===== config.mk =====
export PLATFORM = sky130hd
export DESIGN_NAME = svst_frontend
export DESIGN_NICKNAME = d
export VERILOG_FILES = /design/src/hw/rtl/svst_pkg.sv /design/src/hw/rtl/svst_frontend.sv
export SDC_FILE = /design/constraint.sdc
export NUM_CORES = 1
export LEC_CHECK = 0
export ABC_AREA = 1
export BUFFER_PORTS_ARGS = -buffer_cell sky130_fd_sc_hd__buf_4
export CAP_MARGIN = 20
export CORE_MARGIN = 1.5
export CORE_UTILIZATION = 47
export DETAILED_ROUTE_END_ITERATION = 7
export GPL_ROUTABILITY_DRIVEN = 0
export PLACE_DENSITY = 0.62
export SLEW_MARGIN = 15
export SYNTH_ARGS = -nofsm -noshare
export SYNTH_HDL_FRONTEND = slang
export SYNTH_SLANG_ARGS = --single-unit

===== constraint.sdc =====
create_clock -name clk_i -period 13.6 [get_ports clk_i]
set_input_delay 2.72 -clock clk_i [delete_from_list [all_inputs] [get_ports clk_i]]
set_output_delay 2.72 -clock clk_i [all_outputs]
set_load 0.03 [all_outputs]

===== src/hw/rtl/svst_pkg.sv =====
// Package: shared types, widths and constants of the SVPWM sector timing pipeline.
`default_nettype none
package svst_pkg;

  // Payload widths
  localparam int unsigned VOLT_W   = 16;
  localparam int unsigned CMP_W    = 16;
  localparam int unsigned PERIOD_W = 16;
  localparam int unsigned GAIN_W   = 18;

  // Configuration port
  localparam int unsigned CFG_IDX_W  = 2;
  localparam int unsigned CFG_DATA_W = 18;
  localparam logic [CFG_IDX_W-1:0] REG_PWM_PERIOD   = 2'd0;
  localparam logic [CFG_IDX_W-1:0] REG_VOLT_TO_TIME = 2'd1;
  localparam logic [PERIOD_W-1:0]  PWM_PERIOD_RST   = 16'd3600;
  localparam logic [GAIN_W-1:0]    VOLT_TO_TIME_RST = 18'd133022;

  // Internal datapath widths
  localparam int unsigned ABC_W  = 34;             // B and C in Q16 volts
  localparam int unsigned PX_W   = 35;             // gain * beta
  localparam int unsigned PYZ_W  = ABC_W + GAIN_W + 1; // gain * (-C) or (-B), Q34
  localparam int unsigned FRAC_SH = 18;            // Q34 -> Q16 counts
  localparam int unsigned T_W    = PYZ_W - FRAC_SH; // Ta / Tb in Q16 counts
  localparam int unsigned V_W    = 37;             // 4*V in Q16, i.e. V in Q18
  localparam int unsigned WHOLE_W = V_W - 1 - FRAC_SH;

  // sqrt(3)/2 in Q16
  localparam logic signed [ABC_W-1:0] SQRT3_HALF_Q16 = 34'sd56756;

  // Sign code: bit0 A>0, bit1 B>0, bit2 C>0
  typedef enum logic [2:0] {
    SEC_NONE = 3'd0,
    SEC_1    = 3'd1,
    SEC_2    = 3'd2,
    SEC_3    = 3'd3,
    SEC_4    = 3'd4,
    SEC_5    = 3'd5,
    SEC_6    = 3'd6,
    SEC_ALL  = 3'd7
  } sector_e;

  typedef struct packed {
    logic signed [VOLT_W-1:0] u_alpha;
    logic signed [VOLT_W-1:0] u_beta;
  } in_t;

  typedef struct packed {
    logic [CMP_W-1:0] compare_a;
    logic [CMP_W-1:0] compare_b;
    logic [CMP_W-1:0] compare_c;
    logic [2:0]       sector_code;
    logic             clamped;
  } out_t;

endpackage
`default_nettype wire


===== src/hw/rtl/svst_frontend.sv =====
// Stage 1: Clarke-style A/B/C projection and sector sign code.
`default_nettype none
module svst_frontend (
  input  wire logic                                   clk_i,
  input  wire logic                                   rst_ni,
  input  wire logic                                   valid_i,
  output logic                                        ready_o,
  input  wire svst_pkg::in_t                          data_i,
  output logic                                        valid_o,
  input  wire logic                                   ready_i,
  output logic signed [svst_pkg::VOLT_W-1:0]          beta_o,
  output logic signed [svst_pkg::ABC_W-1:0]           neg_b_o,
  output logic signed [svst_pkg::ABC_W-1:0]           neg_c_o,
  output svst_pkg::sector_e                           sector_o
);

  logic signed [svst_pkg::ABC_W-1:0] alpha_x;
  logic signed [svst_pkg::ABC_W-1:0] k_alpha;
  logic signed [svst_pkg::ABC_W-1:0] half_beta;
  logic signed [svst_pkg::ABC_W-1:0] neg_b_d, neg_c_d;
  logic signed [svst_pkg::ABC_W-1:0] neg_b_q, neg_c_q;
  logic signed [svst_pkg::VOLT_W-1:0] beta_q;
  svst_pkg::sector_e sector_d, sector_q;
  logic valid_q;
  logic en;

  // Advance when the stage is empty or its content moves on
  assign en      = !valid_q || ready_i;
  assign ready_o = en;

  // Form -B = beta/2 - k*alpha and -C = k*alpha + beta/2 in Q16
  always_comb begin
    alpha_x   = {{(svst_pkg::ABC_W-svst_pkg::VOLT_W){data_i.u_alpha[svst_pkg::VOLT_W-1]}},
                 data_i.u_alpha};
    k_alpha   = alpha_x * svst_pkg::SQRT3_HALF_Q16;
    half_beta = {{(svst_pkg::ABC_W-svst_pkg::VOLT_W-15){data_i.u_beta[svst_pkg::VOLT_W-1]}},
                 data_i.u_beta, 15'b0};
    neg_b_d   = half_beta - k_alpha;
    neg_c_d   = k_alpha + half_beta;
    sector_d  = svst_pkg::sector_e'({neg_c_d[svst_pkg::ABC_W-1],
                                     neg_b_d[svst_pkg::ABC_W-1],
                                     (data_i.u_beta > 0)});
  end

  // Hold valid in step with the data
  always_ff @(posedge clk_i or negedge rst_ni) begin
    if (!rst_ni) begin
      valid_q <= 1'b0;
    end else if (en) begin
      valid_q <= valid_i;
    end
  end

  // Load the payload
  always_ff @(posedge clk_i) begin
    if (en && valid_i) begin
      beta_q   <= data_i.u_beta;
      neg_b_q  <= neg_b_d;
      neg_c_q  <= neg_c_d;
      sector_q <= sector_d;
    end
  end

  assign valid_o  = valid_q;
  assign beta_o   = beta_q;
  assign neg_b_o  = neg_b_q;
  assign neg_c_o  = neg_c_q;
  assign sector_o = sector_q;

endmodule
`default_nettype wire


### Yosys cells after proc, flatten, opt, wreduce, memory -nomap -nowiden

Index checks and enable logic that the tools add are counted.

| word-level totals | value |
|---|---|
| output and inout port bits | 89 |
| logic and storage cells | 12 |
| flip-flop bits (word level) | 88 |
| bits of input ports | 36 |

| cells by class | value |
|---|---|
| $lt $le $gt $ge | 1 |
| add/subtract/negate cells | 2 |
| multipliers | 1 |
| reduce and logical (&&, ||, !) cells | 3 |

Operator list:

| operator | count |
|---|---|
| adder 33 x 31 -> 34 bit | 1 |
| subtractor 31 x 33 -> 34 bit | 1 |
| multiplier 16 x 15 -> 31 bit, second input constant | 1 |
| > comparator 16 x 1 -> 1 bit, second input constant | 1 |
| logical AND 1 bit | 1 |
| zero test 1 bit | 1 |
| logical OR 1 bit | 1 |

### Depth between registers and ports, before layout

| logic depth | value |
|---|---|
| word-level depth | 3 |
| depth in mapped cells | 35 |
| depth with buffers taken out | 35 |

### Worst setup path after synthesis

No wires, ideal clock.

| path | value |
|---|---|
| path type | in2reg |
| start | input port data_i[21] (netlist bit) |
| end | register neg_b_q (netlist bit neg_b_o[31]) (data pin) |
| data arrival time | 8308 ps |
| setup slack | 5039 ps |
| required time | 13347 ps |
| setup time | 253 ps |
| buffers on the path | 0 |
| stages on the path | 30 |
| cells stage by stage | ha_1 > inv_1 > fa_1 > fa_1 > fa_1 > inv_1 > fa_1 > inv_1 > fa_1 > inv_1 > ha_1 > nand2_1 > inv_1 > a21oi_4 > nand2_4 > nand2_2 > nand2_2 > a21oi_1 > xor2_1 > inv_1 > ha_1 > inv_1 > a21o_1 > a21oi_1 > a21boi_1 > nor2_1 > nor2_1 > nand2_1 > nand2_1 > nand2_1 |

| between the ends | value |
|---|---|
| longest elaborated chain between the ends | 2 |

Ends and longest elaborated chain:

| item | line | text |
|---|---|---|
| from (decl) | svst_frontend.sv:8 | `input wire svst_pkg::in_t data_i,` |
| multiplier 16 x 15 -> 31 bit | svst_frontend.sv:35 | `k_alpha = alpha_x * svst_pkg::SQRT3_HALF_Q16;` |
| subtractor 31 x 33 -> 34 bit | svst_frontend.sv:38 | `neg_b_d = half_beta - k_alpha;` |
| via neg_b_d (one bit) | svst_frontend.sv:20 | `logic signed [svst_pkg::ABC_W-1:0] neg_b_d, neg_c_d;` |
| to (signal assigned) | svst_frontend.sv:58 | `neg_b_q <= neg_b_d;` |
| to (decl) | svst_frontend.sv:21 | `logic signed [svst_pkg::ABC_W-1:0] neg_b_q, neg_c_q;` |

The timed path passes the listed nets, and every way through them passes these cells.
A chain may end at the register's enable or synchronous reset.

### Worst setup path after layout

| path | value |
|---|---|
| start | input port data_i[22] (netlist bit) |
| end | register neg_b_q (netlist bit neg_b_o[31]) (data pin) |

Same word-level chain as after synthesis.

==> run metrics <==
GR Overflow Total=0; EDFF count, synth=80; Tmin final=9.23 ns; syn avg cell area=8.62 sq um; Final Cycle Share=67.9%; Gate Count Post-Synth=1300; max-cap check violation count=0; critical path's largest stage delay=0.56 ns; CTS Buf Count=9; Area growth syn-to-layout=13.9%; top cells by area, synth=edfxtp_1 21%, fa_1 21%, ha_1 17%, inv_1 11%, nand2_1 5.4%; Area after DPL=12400 sq um; worst slew pin tran=0.990 ns; Clock Tree Root=clkbuf_16; Total Neg Setup Slack=0 ns; drt drc=0; final WL=26300 microns; setup bufs post-CTS=0; final hold violation count=0; Critical R2R Launch=valid_o; CP arrival=9.33 ns; GRT Resource Usage Total=22.3%; largest net degree at the start of global routing=81; Syn. warnings=0; post-synth top area share=21.4%; Die Ht=157 microns; Worst EP required=13.70 ns; Detail Route Antenna Nets=0; flop2flop setup slack=11.84 ns; Ports=125; status=finished, final reports clean; Min-Delay Path Class=reg -> reg; most frequent cells in the layout=336 x inv_1, 162 x nand2_1, 150 x ha_1, 121 x buf_4, 116 x fa_1; RSZ-0062 raised after global routing=no; CP max FO=7; R2R depth=2; crit path from=data_i[22]; final setup vio count=0; clock buffer depth=2; wire per inst=15.1 microns; Mapped Area=11200 sq um; CTS resizes=0; Core Rows=56; first-pass GRT wire length=42900 microns; fraction of registers with async set/reset=1.23%; WHS Endpoint=valid_o; final count of pins violating max slew=0; die area=24800 sq um; CTS clock-pin slew for the worst setup and hold paths=0.07 ns; # fillers=2249; Yosys top cell by area=edfxtp_1; Hold Crit Start=valid_o; Vias/cell=4.94; most common cell after layout, fill and taps aside=inv_1; Top cell by count, worst path=inv_1; HPWL after DPL=23000 microns; critical path class=in -> reg; share of cells above drive strength 1=13.6%; final instance area=12800 sq um; Slew HR=34.0%; H-tree levels=3; reg2reg end=beta_o[9]; First DRT Iteration DRCs=502; Final #Nets=1720; FMAX=108 MHz; Critical Path End Type=flop; initial antenna violation count=0; Initial Util=47.9%; Worst-Skew Late Latency=0.35 ns; register area share after synthesis=21.7%; hold buffer count at cts=0; WHS Path Cells=2; ant diodes=0; DR pass1 iterations=5; number of global-route vias before repair=8708; CTS tree=yes; Top FF cell, synth=edfxtp_1; crit path launch type=input port; port buffer count=120; core area=23400 sq um; Sink Count=81; Netlist cell types=48; Setup Skew=0.00603 ns; Yosys reg bits=81; DR vias=8613; CP max stage cell=fa_1; die width=157 microns
-- state kept, by name (all words and copies together) (netlist names) --
| register | count |
|---|---|
| neg_b_o | 31 |
| neg_c_o | 31 |
| beta_o | 16 |
| sector_o | 2 |
| valid_o | 1 |
-- Yosys cell counts (2+ instances only) --
cell	count
a211oi_1	2
a21o_1	11
a21oi_1	66
a31oi_1	3
buf_2	4
buf_4	8
clkbuf_1	2
clkbuf_2	3
edfxtp_1	80
fa_1	116
ha_1	150
inv_1	336
inv_2	4
nand2_1	162
nand2_2	24
nand2_4	3
nand3_1	50
nand3_2	10
nand4_1	10
nor2_1	90
nor2_2	3
nor2_4	4
nor3_1	16
nor4_1	6
o211ai_1	4
o21a_1	3
o21ai_0	35
o21ai_1	2
o21bai_1	8
xnor2_1	15
xor2_1	53
-- routing by layer --
layer  routed length (microns)  track usage (%)
met1                     12100             30.0
met2                     12500             38.4
met3                      1150             1.87
met4                       618             6.60
met5                         0                0
-- how the worst max path moves through the flow --
stage,endpoint,depth (start not counted)
6_report,neg_b_o[31],30
5_1_grt,neg_b_o[31],31
4_1_cts,neg_b_o[31],30
3_5_place_dp,neg_b_o[31],29
3_3_place_gp,neg_b_o[31],30
2_1_floorplan,neg_b_o[31],30
-- stage by stage --
stage | std cells | hold WS (ns) | worst slack (ns) | util (%)
6_report | 1742 | 0.607 | 4.37 | 54.5
5_1_grt | 1742 | 0.673 | 4.02 | 54.5
4_1_cts | 1742 | 0.610 | 4.44 | 54.5
3_5_place_dp | 1726 | 0.595 | 4.11 | 53.1
3_3_place_gp | 1726 | 0.569 | 4.12 | 53.1
2_1_floorplan | 1303 | 0.895 | 5.04 | -
-- layout make-up --
| type | instances | area (sq um) | area share [%] |
|---|---|---|---|
| Clock buffer | 10 | 239 | 1.87 |
| Inverter | 341 | 1280 | 10.0 |
| Multi-Input combinational cell | 864 | 7420 | 58.1 |
| Tap cell | 319 | 399 | 3.13 |
| Clock inverter | 6 | 90.1 | 0.706 |
| Timing Repair Buffer | 121 | 908 | 7.12 |
| Sequential cell | 81 | 2430 | 19.0 |
-- worst max-delay path: cells and delay by family --
kind,cells,cell delay (ns)
adders and majority gates,8,3.54
AOI/OAI and AO/OA,3,0.85
buffers and inverters,9,0.78
and+or+nand+nor,9,1.24
xor gates and xnor gates,1,0.20
-- logic make-up (layout without fill, tap and decap cells) --
family	count (synthesis)	count (layout)	synth area share, %
XOR/XNOR	68	68	5.31
AO/OA/AOI/OAI	145	145	7.59
other	1	4	0.0335
flip-flops	81	81	21.7
adder cells (fa/ha/maj)	266	266	37.5
AND/OR/NAND/NOR	381	381	15.6
buffers and inverters	358	478	12.3
Power is not shown: default switching activity piles up to over one toggle a cycle in this logic, so the estimate is an artifact.
