===== src/hw/rtl/svst_pkg.sv =====
// Package: shared types, widths and constants of the SVPWM sector timing pipeline.
`default_nettype none
package svst_pkg;

  // Payload widths
  localparam int unsigned VOLT_W   = 16;
  localparam int unsigned CMP_W    = 16;
  localparam int unsigned PERIOD_W = 16;
  localparam int unsigned GAIN_W   = 18;

  // Configuration port
  localparam int unsigned CFG_IDX_W  = 2;
  localparam int unsigned CFG_DATA_W = 18;
  localparam logic [CFG_IDX_W-1:0] REG_PWM_PERIOD   = 2'd0;
  localparam logic [CFG_IDX_W-1:0] REG_VOLT_TO_TIME = 2'd1;
  localparam logic [PERIOD_W-1:0]  PWM_PERIOD_RST   = 16'd3600;
  localparam logic [GAIN_W-1:0]    VOLT_TO_TIME_RST = 18'd133022;

  // Internal datapath widths
  localparam int unsigned ABC_W  = 34;             // B and C in Q16 volts
  localparam int unsigned PX_W   = 35;             // gain * beta
  localparam int unsigned PYZ_W  = ABC_W + GAIN_W + 1; // gain * (-C) or (-B), Q34
  localparam int unsigned FRAC_SH = 18;            // Q34 -> Q16 counts
  localparam int unsigned T_W    = PYZ_W - FRAC_SH; // Ta / Tb in Q16 counts
  localparam int unsigned V_W    = 37;             // 4*V in Q16, i.e. V in Q18
  localparam int unsigned WHOLE_W = V_W - 1 - FRAC_SH;

  // sqrt(3)/2 in Q16
  localparam logic signed [ABC_W-1:0] SQRT3_HALF_Q16 = 34'sd56756;

  // Sign code: bit0 A>0, bit1 B>0, bit2 C>0
  typedef enum logic [2:0] {
    SEC_NONE = 3'd0,
    SEC_1    = 3'd1,
    SEC_2    = 3'd2,
    SEC_3    = 3'd3,
    SEC_4    = 3'd4,
    SEC_5    = 3'd5,
    SEC_6    = 3'd6,
    SEC_ALL  = 3'd7
  } sector_e;

  typedef struct packed {
    logic signed [VOLT_W-1:0] u_alpha;
    logic signed [VOLT_W-1:0] u_beta;
  } in_t;

  typedef struct packed {
    logic [CMP_W-1:0] compare_a;
    logic [CMP_W-1:0] compare_b;
    logic [CMP_W-1:0] compare_c;
    logic [2:0]       sector_code;
    logic             clamped;
  } out_t;

endpackage
`default_nettype wire


===== src/hw/rtl/svst_compare.sv =====
// Stages 4 and 5: compare sums, phase routing, clamping and the output register.
`default_nettype none
module svst_compare (
  input  wire logic                                   clk_i,
  input  wire logic                                   rst_ni,
  input  wire logic [svst_pkg::PERIOD_W-1:0]          period_i,
  input  wire logic                                   valid_i,
  output logic                                        ready_o,
  input  wire logic signed [svst_pkg::T_W-1:0]        ta_i,
  input  wire logic signed [svst_pkg::T_W-1:0]        tb_i,
  input  wire svst_pkg::sector_e                      sector_i,
  output logic                                        valid_o,
  input  wire logic                                   ready_i,
  output svst_pkg::out_t                              data_o
);

  logic signed [svst_pkg::V_W-1:0] p_x, ta_x, tb_x;
  logic signed [svst_pkg::V_W-1:0] v1, v2, v3;
  logic signed [svst_pkg::V_W-1:0] r_d [3];
  logic signed [svst_pkg::V_W-1:0] r_q [3];
  logic [svst_pkg::CMP_W-1:0]      cmp_d [3];
  logic [2:0]                      sat;
  logic [svst_pkg::WHOLE_W-1:0]    whole [3];
  logic [svst_pkg::WHOLE_W-1:0]    period_x;
  svst_pkg::sector_e sec4_q;
  svst_pkg::out_t out_d, out_q;
  logic valid4_q, valid5_q;
  logic en4, en5;

  assign en5     = !valid5_q || ready_i;
  assign en4     = !valid4_q || en5;
  assign ready_o = en4;

  // Stage 4: form 4*V1..4*V3 side by side and route them to the phases
  always_comb begin
    p_x  = {{(svst_pkg::V_W-svst_pkg::PERIOD_W-16){1'b0}}, period_i, 16'b0};
    ta_x = {{(svst_pkg::V_W-svst_pkg::T_W){ta_i[svst_pkg::T_W-1]}}, ta_i};
    tb_x = {{(svst_pkg::V_W-svst_pkg::T_W){tb_i[svst_pkg::T_W-1]}}, tb_i};
    v1   = p_x - ta_x - tb_x;
    v2   = p_x + ta_x - tb_x;
    v3   = p_x + ta_x + tb_x;
    unique case (sector_i)
      svst_pkg::SEC_3: begin r_d[0] = v1; r_d[1] = v2; r_d[2] = v3; end
      svst_pkg::SEC_1: begin r_d[0] = v2; r_d[1] = v1; r_d[2] = v3; end
      svst_pkg::SEC_5: begin r_d[0] = v3; r_d[1] = v1; r_d[2] = v2; end
      svst_pkg::SEC_4: begin r_d[0] = v3; r_d[1] = v2; r_d[2] = v1; end
      svst_pkg::SEC_6: begin r_d[0] = v2; r_d[1] = v3; r_d[2] = v1; end
      svst_pkg::SEC_2: begin r_d[0] = v1; r_d[1] = v3; r_d[2] = v2; end
      default:         begin r_d[0] = '0; r_d[1] = '0; r_d[2] = '0; end
    endcase
  end

  always_ff @(posedge clk_i or negedge rst_ni) begin
    if (!rst_ni) begin
      valid4_q <= 1'b0;
    end else if (en4) begin
      valid4_q <= valid_i;
    end
  end

  always_ff @(posedge clk_i) begin
    if (en4 && valid_i) begin
      r_q    <= r_d;
      sec4_q <= sector_i;
    end
  end

  // Stage 5: drop the fraction and saturate to 0..period
  always_comb begin
    period_x = {{(svst_pkg::WHOLE_W-svst_pkg::PERIOD_W){1'b0}}, period_i};
    for (int k = 0; k < 3; k++) begin
      whole[k] = r_q[k][svst_pkg::V_W-2:svst_pkg::FRAC_SH];
      if (r_q[k][svst_pkg::V_W-1]) begin
        cmp_d[k] = '0;
        sat[k]   = 1'b1;
      end else if (whole[k] > period_x) begin
        cmp_d[k] = period_i;
        sat[k]   = 1'b1;
      end else begin
        cmp_d[k] = whole[k][svst_pkg::CMP_W-1:0];
        sat[k]   = 1'b0;
      end
    end
    out_d.compare_a   = cmp_d[0];
    out_d.compare_b   = cmp_d[1];
    out_d.compare_c   = cmp_d[2];
    out_d.sector_code = sec4_q;
    out_d.clamped     = |sat;
  end

  always_ff @(posedge clk_i or negedge rst_ni) begin
    if (!rst_ni) begin
      valid5_q <= 1'b0;
    end else if (en5) begin
      valid5_q <= valid4_q;
    end
  end

  always_ff @(posedge clk_i) begin
    if (en5 && valid4_q) begin
      out_q <= out_d;
    end
  end

  assign valid_o = valid5_q;
  assign data_o  = out_q;

endmodule
`default_nettype wire


===== config.mk =====
export PLATFORM = sky130hd
export DESIGN_NAME = svst_compare
export DESIGN_NICKNAME = d
export VERILOG_FILES = /design/src/hw/rtl/svst_pkg.sv /design/src/hw/rtl/svst_compare.sv
export SDC_FILE = /design/constraint.sdc
export NUM_CORES = 1
export LEC_CHECK = 0
export ABC_AREA = 1
export BUFFER_PORTS_ARGS = -buffer_cell sky130_fd_sc_hd__buf_2
export CAP_MARGIN = 40
export CORE_MARGIN = 2
export CORE_UTILIZATION = 41
export DETAILED_ROUTE_END_ITERATION = 8
export GPL_TIMING_DRIVEN = 0
export PLACE_DENSITY = 0.7
export SYNTH_ARGS = -nofsm -noshare
export SYNTH_HDL_FRONTEND = slang
export SYNTH_SLANG_ARGS = --single-unit

===== constraint.sdc =====
create_clock -name clk_i -period 8.64 [get_ports clk_i]
set_clock_uncertainty 0.15 [all_clocks]
set_input_delay 1.296 -clock clk_i [delete_from_list [all_inputs] [get_ports clk_i]]
set_output_delay 1.296 -clock clk_i [all_outputs]
set_load 0.05 [all_outputs]

### Word level (Yosys, flattened, before mapping)

Index checks and enable logic that the tools add are counted.
W data, S select, Z words.

| word-level totals | value |
|---|---|
| logic and storage cells | 42 |
| bits of input ports | 93 |
| register bits after elaboration | 168 |
| output and inout port bits | 54 |

| cells by class | value |
|---|---|
| mux-type cells | 10 |
| $add $sub $neg | 5 |
| equality and inequality tests | 6 |
| reductions and logical operators | 7 |
| order comparisons | 3 |

Operators with widths:

| kind | number |
|---|---|
| $pmux W111 S6 | 1 |
| $sub A36 B35 Y37 | 2 |
| $gt A18 B16 Y1 | 3 |
| $mux W16 | 3 |
| $add A36 B35 Y37 | 1 |
| $add A33 B35 Y36 | 1 |
| $sub A33 B35 Y36 | 1 |
| $eq A3 B3 Y1 const B | 3 |
| $eq A3 B2 Y1 const B | 2 |
| $mux W1 | 6 |
| $eq A3 B1 Y1 const B | 1 |
| $reduce_or A3 Y1 | 1 |
| $logic_and A1 B1 Y1 | 2 |
| $logic_not A1 Y1 | 2 |
| $logic_or A1 B1 Y1 | 2 |

### Depth between registers and ports, before layout

Gate-level depths: netlist (run 1).

| logic depth | value |
|---|---|
| depth in word-level cells | 4 |
| gate-level depth with buffers | 23 |
| depth with buffers taken out | 23 |

### Least setup slack after synthesis (run 1)

OpenSTA, ideal clock, no wires.

| path | value |
|---|---|
| kind | in2reg |
| start point | in ready_i |
| end point | reg out_q, in the netlist data_o[0] (enable) |
| data required time | 8,012 ps |
| buffers on the path | 0 |
| cell stages on the path | 2 |
| path slack | 4,135 ps |
| setup time | 478 ps |
| arrival time | 3,877 ps |
| path through | inv_1 > a21oi_1 |

| on the way | value |
|---|---|
| word-level cells in the longest chain between the ends | 2 |

RTL lines:

| item | RTL line | source |
|---|---|---|
| start, declared | svst_compare.sv:13 | `input wire logic ready_i,` |
| $logic_or A1 B1 Y1 | svst_compare.sv:30 | `assign en5 = !valid5_q \|\| ready_i;` |
| $logic_and A1 B1 Y1 | svst_compare.sv:100 | `if (en5 && valid4_q) begin` |
| end signal, assigned | svst_compare.sv:101 | `out_q <= out_d;` |
| end, declared | svst_compare.sv:26 | `svst_pkg::out_t out_d, out_q;` |

No other way between the ends.
A chain may end at the register's enable or synchronous reset.

==> results.yml, run 1 <==
yosys:
  yosysWarnings: 0
  yosys.cell_types.count: 38
  synth.area.top_cells: "edfxtp_1 (23%), nand2_1 (16%), ha_1 (16%)"
  mappedNetlistNets: 2560
  synth_seq_cells: 114
  synthArstFlopShare_pct: 1.75
  seq_area_frac_synth_pct: 23.2
  yosys_most_used_dff: "edfxtp_1"
  syn_inst: 2264
  yosysTopAreaCell: "edfxtp_1"
  synth_area_um2: 14700
  synth_top_area_share_pct: 22.9
  synth_area_per_cell_um2: 6.49
  synth_edf_count: 112
timing:
  min_period_ns: 5.40
  grt_setup_unrepaired: "no"
  finalHoldViolCount: 0
  period_share_pct: 62.5
  slew_viol_final: 0
  max_freq_mhz: 185
  finalSetupViolCount: 0
  tightest_slew_ns: 0.761
  max_slew_margin_pct: 49.1
  tns_ns: 0
pwr:
  vdd_drop_max_uv: 166
  p_seq_share_pct: 24.2
  power_density_nw_per_um2: 194
  combPwrFrac_pct: 54.7
  internal_power_w: 0.00161
  power_frac_clock_pct: 21.1
  p_sw_w: 0.00161
  p_leak_nw: 8.25
  switching_share_pct: 50.0
floorplanning:
  num_rows: 69
  die_w_um: 193
  die-area_um2: 37300
  initial_utilization_pct: 41.5
  fp.dieH_um: 193
  ios: 147
  coreArea_um2: 35400
hold_path:
  hold_path_class: "reg -> reg"
detailed_routing:
  first_iter_violations: 1647
  vias: 16500
  routed_wirelength_mm: 63.8
  firstDrtPassIters: 8
  drc: 0
  ant_nets: 0
  wl_per_cell_um: 21.9
  vias_per_cell: 5.68
global_routing:
  grt_pass1_wl_mm: 93.9
  grt_overflow: 0
  grt_pass1_vias: 15700
  antenna_found_initial: 3
  grt_usage_pct: 33.6
  grt_max_degree: 47
placement:
  dp_hpwl_mm: 55.0
  gp_congestion: 1.07
  dpl_cell_area_um2: 16000
  portBuffers: 146
critical_path:
  cp.required_ns: 8.63
  cp_cell_sequence: "buf_2 > ha_1 > a21oi_1 > o21ai_0 > a21oi_1 > o21ai_0 > nand2_1 > nand2_1 > xor2_1 > ha_1 > buf_2 > nor2_1 > inv_1 > nor2_1 > nand2_1 > nor2_1 > nand4_1 > nand3_1 > nand2_1 > nand3_1 > nand3_1"
  path_buf_inv: 3
  worstPathMaxFanout: 9
  end_kind: "flip-flop"
  critical_path_class: "in -> reg"
  cp-start-kind: "primary input"
  cp.arrival_ns: 5.39
  critPathMaxStageDelay_ns: 0.43
  cpMostUsedCell: "nand2_1"
  critical_path.top_delay_family: "simple AND/OR/NAND/NOR gates"
  slowest_stage: "ha_1"
cts:
  cts_buffer_depth: 2
  cts_resized: 0
  cts_tree: "yes"
  clockRootBuffer: "clkbuf_16"
  postCtsSetupRepairBufs: 0
  htreeDepth: 4
  clk_pin_slew_ns: 0.06
  clock_sinks: 114
  cts_inserted_buffers: 17
  clk_latency_ns: 0.42
  cts_hold_buffers: 0
cells_and_area:
  drive_above_1_share_pct: 9.33
  stdcell_area_um2: 16600
  final_util_pct: 47.0
  num-nets-final: 2727
  fillCellCount: 3779
  final_common_cell: "nand2_1"
  layout_common_cells: "nand2_1 (636), nand3_1 (311), inv_1 (282), nor2_1 (246), a21oi_1 (195)"
  syn_to_final_growth_pct: 13.2
job:
  drv_cap: 0
status:
  status: "finished, final reports clean"
==> kinds of logic (layout without fill, tap and decap cells) <==
kind of cell	Yosys count	count (layout)	synth area share [%]
simple gates	1274	1274	36.7
compound gates	326	326	12.0
buf+inv	325	505	8.55
fa+ha+maj	203	203	18.2
flops	114	114	23.2
xor+xnor	22	22	1.31
other cells	0	2	0
==> power groups by stage <==
stage | combinational (W) | clock [W] | sequential [W]
6_report | 0.00177 | 0.000681 | 0.000780
5_1_grt | 0.00191 | 0.000704 | 0.000788
4_1_cts | 0.00171 | 0.000682 | 0.000779
3_5_place_dp | 0.00170 | 0 | 0.000790
3_3_place_gp | 0.00169 | 0 | 0.000793
2_1_floorplan | 0.00101 | 0 | 0.000894
==> state kept, by name, summed over array words and instances (netlist names) <==
signal	cells
r_q	57
data_o	52
sec4_q	3
valid4_q	1
valid_o	1
==> synthesized netlist by cell type, drive strengths merged (17+ instances only) <==
master  number
ha         186
nand4       21
a21oi      199
nor2       254
nand3      313
o21ai       81
inv        295
nor3        18
edfxtp     112
xor2        19
fa          17
o21bai      19
nand3b      17
buf         18
nand2      641
==> metal layers <==
metal	share of wire, %	global-route usage, %	vias to the layer above
met3	8.0	3.92	153
met1	42	44.9	7621
met5	0.020	0	-
met4	4.6	14.1	2
met2	45	55.0	859
li1	-	-	7878
==> per-stage QoR <==
stage	total power [W]	worst slack, ns	hold slack, ns	cells
floorplan	0.00190	4.13	0.250	2264
global placement	0.00248	3.00	0.254	2871
detailed placement	0.00249	2.97	0.268	2873
CTS	0.00317	3.41	0.275	2905
global route	0.00340	3.00	0.287	2905
finish	0.00323	3.24	0.278	2907
==> final timing paths <==
path / startpoint / end / slack (ns) / depth (start not counted)
worst max-delay path: period_i[5] / r_q[107]$_DFFE_PP_ / 3.24 / 21
worst min-delay path: sec4_q[2]$_DFFE_PP_ / data_o[3]$_DFFE_PP_ / 0.28 / 0
worst max register to register: r_q[31]$_DFFE_PP_ / data_o[18]$_SDFFCE_PP0P_ / 6.02 / 12
worst min register to register: sec4_q[2]$_DFFE_PP_ / data_o[3]$_DFFE_PP_ / 0.28 / 0
max in group asynchronous: rst_ni / valid_o$_DFFE_PN0P_ / 7.75 / 1
min in group asynchronous: rst_ni / valid4_q$_DFFE_PN0N_ / 0.50 / 1
==> area by class of cell <==
cell class	count	area [um^2]	area share, %
clock buffers	17	425	2.56
multi-input cells	1825	10000	60.3
well taps	461	577	3.47
clock inverters	15	149	0.896
flip-flops and latches	114	3410	20.5
diodes	2	5.00	0.0301
inverters	296	1110	6.68
repair buffers	148	771	4.64
plain buffers	29	144	0.866
Power figures use the tool's default switching activity.
==> run 2: changes to the inputs <==
PLACE_DENSITY = 0.72   (was 0.7)
clock period = 4.4 ns   (was 8.64 ns; I/O delays follow)
==> results.yml, run 2 (synthesis gave the netlist of run 1 again) <==
status:
  status: "finished, final reports clean"
critical_path:
  cp-start-kind: "primary input"
  slowest_stage: "ha_2"
  critPathMaxStageDelay_ns: 0.42
  cp.required_ns: 4.38
  cp_cell_sequence: "buf_2 > ha_2 > a21oi_1 > o21ai_0 > a21o_1 > nand3_1 > nand2_1 > nand3_1 > nand2_1 > xor2_2 > ha_2 > nand2_1 > nor2_1 > nand2_1 > nor2_1 > nand3_1 > nand3_1 > nand2_1 > nand3_1 > nand3_1"
  worstPathMaxFanout: 7
  critical_path_class: "in -> reg"
  cp.arrival_ns: 4.30
  end_kind: "flip-flop"
  cpMostUsedCell: "nand3_1"
global_routing:
  grt_pass1_wl_mm: 90.8
  grt_pass1_vias: 15700
  antenna_found_initial: 0
  grt_overflow: 0
  grt_max_degree: 48
  grt_usage_pct: 32.1
floorplanning:
  coreArea_um2: 35400
  num_rows: 69
  fp.dieH_um: 193
  die-area_um2: 37300
  initial_utilization_pct: 41.5
  die_w_um: 193
  ios: 147
cells_and_area:
  layout_common_cells: "nand2_1 (636), nand3_1 (311), inv_1 (282), nor2_1 (240), a21oi_1 (192)"
  top_register: "r_q"
  final_common_cell: "nand2_1"
  num-nets-final: 2733
  final_util_pct: 47.6
  fillCellCount: 3692
  largest_reg_flops: 57
  syn_to_final_growth_pct: 14.6
  drive_above_1_share_pct: 10.8
  antenna_cells: 0
pwr:
  vdd_drop_max_uv: 485
  power_w: 0.00635
  p_leak_nw: 8.29
  power_density_nw_per_um2: 377
hold_path:
  hold_path_class: "reg -> reg"
timing:
  tns_ns: 0
  finalHoldViolCount: 0
  slew_viol_final: 0
  max_freq_mhz: 232
  max_slew_margin_pct: 50.7
  tightest_slew_ns: 0.739
  min_period_ns: 4.32
  fin_ws_ns: 0.0832
  period_share_pct: 98.1
  hold_slack_ns: 0.267
  finalSetupViolCount: 0
detailed_routing:
  drc: 0
  first_iter_violations: 2023
  wl_per_cell_um: 21.2
  vias_per_cell: 5.69
  routed_wirelength_mm: 61.7
  ant_nets: 0
  vias: 16600
  firstDrtPassIters: 5
cts:
  clockRootBuffer: "clkbuf_16"
  cts_buffer_depth: 2
  clk_pin_slew_ns: 0.06
  cts_tree: "yes"
  clk_latency_ns: 0.42
  cts_inserted_buffers: 17
  htreeDepth: 4
  clock_sinks: 114
placement:
  place_ws_ns: -0.643
  portBuffers: 146
  gp_congestion: 1.05
  dp_hpwl_mm: 53.2
job:
  drv_cap: 0
run 2: cell types whose count changed in the layout (fill, tap and decap cells not counted), sizes merged:
cell	before	now
bufinv	1	2
clkinv	3	8
diode	2	0
buf	166	172
inv	302	297
clkbuf	28	27
clkinvlp	5	4
dlygate4sd3	0	1
run 2: metal layers:
metal	global-route usage (%)	vias to the layer above	wire [um]
met5	0	-	0
met4	12.2	0	2690
met3	4.20	135	5690
met2	54.3	905	28300
met1	41.8	7645	25000
li1	-	7868	-
run 2: per-stage QoR:
stage               area [um^2]  instances
global placement          16000       2871
detailed placement        16000       2873
CTS                       16700       2905
floorplan                 14700       2264
global route              16800       2911
finish                    16800       2911
run 2: where the power goes:
group / switching, W / total (W) / internal, W / leakage, nW
Combinational: 0.00250 / 0.00346 / 0.000967 / 6.89
Clock: 0.000517 / 0.00135 / 0.000836 / 0.276
Sequential: 0.0000842 / 0.00153 / 0.00145 / 1.12
run 2: worst paths after layout:
path / from / cells after the start / end / slack (ns)
min: sec4_q[1]$_DFFE_PP_ / 0 / data_o[2]$_DFFE_PP_ / 0.27
min reg2reg: sec4_q[1]$_DFFE_PP_ / 0 / data_o[2]$_DFFE_PP_ / 0.27
max: period_i[4] / 20 / r_q[110]$_DFFE_PP_ / 0.08
max in group asynchronous: rst_ni / 2 / valid4_q$_DFFE_PN0N_ / 3.60
max reg2reg: r_q[23]$_DFFE_PP_ / 12 / data_o[16]$_SDFFCE_PP0P_ / 1.72
min in group asynchronous: rst_ni / 2 / valid_o$_DFFE_PN0P_ / 0.41
run 2: critical path, delay by kind of cell:
| kind | cells | cell delay (ns) |
|---|---|---|
| and+or+nand+nor | 13 | 1.82 |
| adders and majority gates | 2 | 0.78 |
| AOI/OAI and AO/OA | 3 | 0.60 |
| buffers and inverters | 1 | 0.23 |
| xor gates and xnor gates | 1 | 0.18 |
run 2: layout make-up:
class                      instances  area [um^2]  area share [%]
timing repair buffer             155          826            4.91
multi-input combinational       1825        10200            60.5
clock inverter                    15          161           0.959
clock buffer                      17          425            2.53
tap                              461          577            3.43
inverter                         296         1110            6.60
buffer                            28          140           0.833
sequential                       114         3410            20.3
run 2: timing repair:
| action | in CTS | in global routing |
|---|---|---|
| buffers inserted | 0 | 6 |
| gates resized for setup | 6 | 33 |
| endpoints found under the setup margin | 15 | 33 |
| hold buffers | 1 | 0 |
| endpoints found under the hold margin | 2 | 0 |
| pin swaps | 0 | 8 |
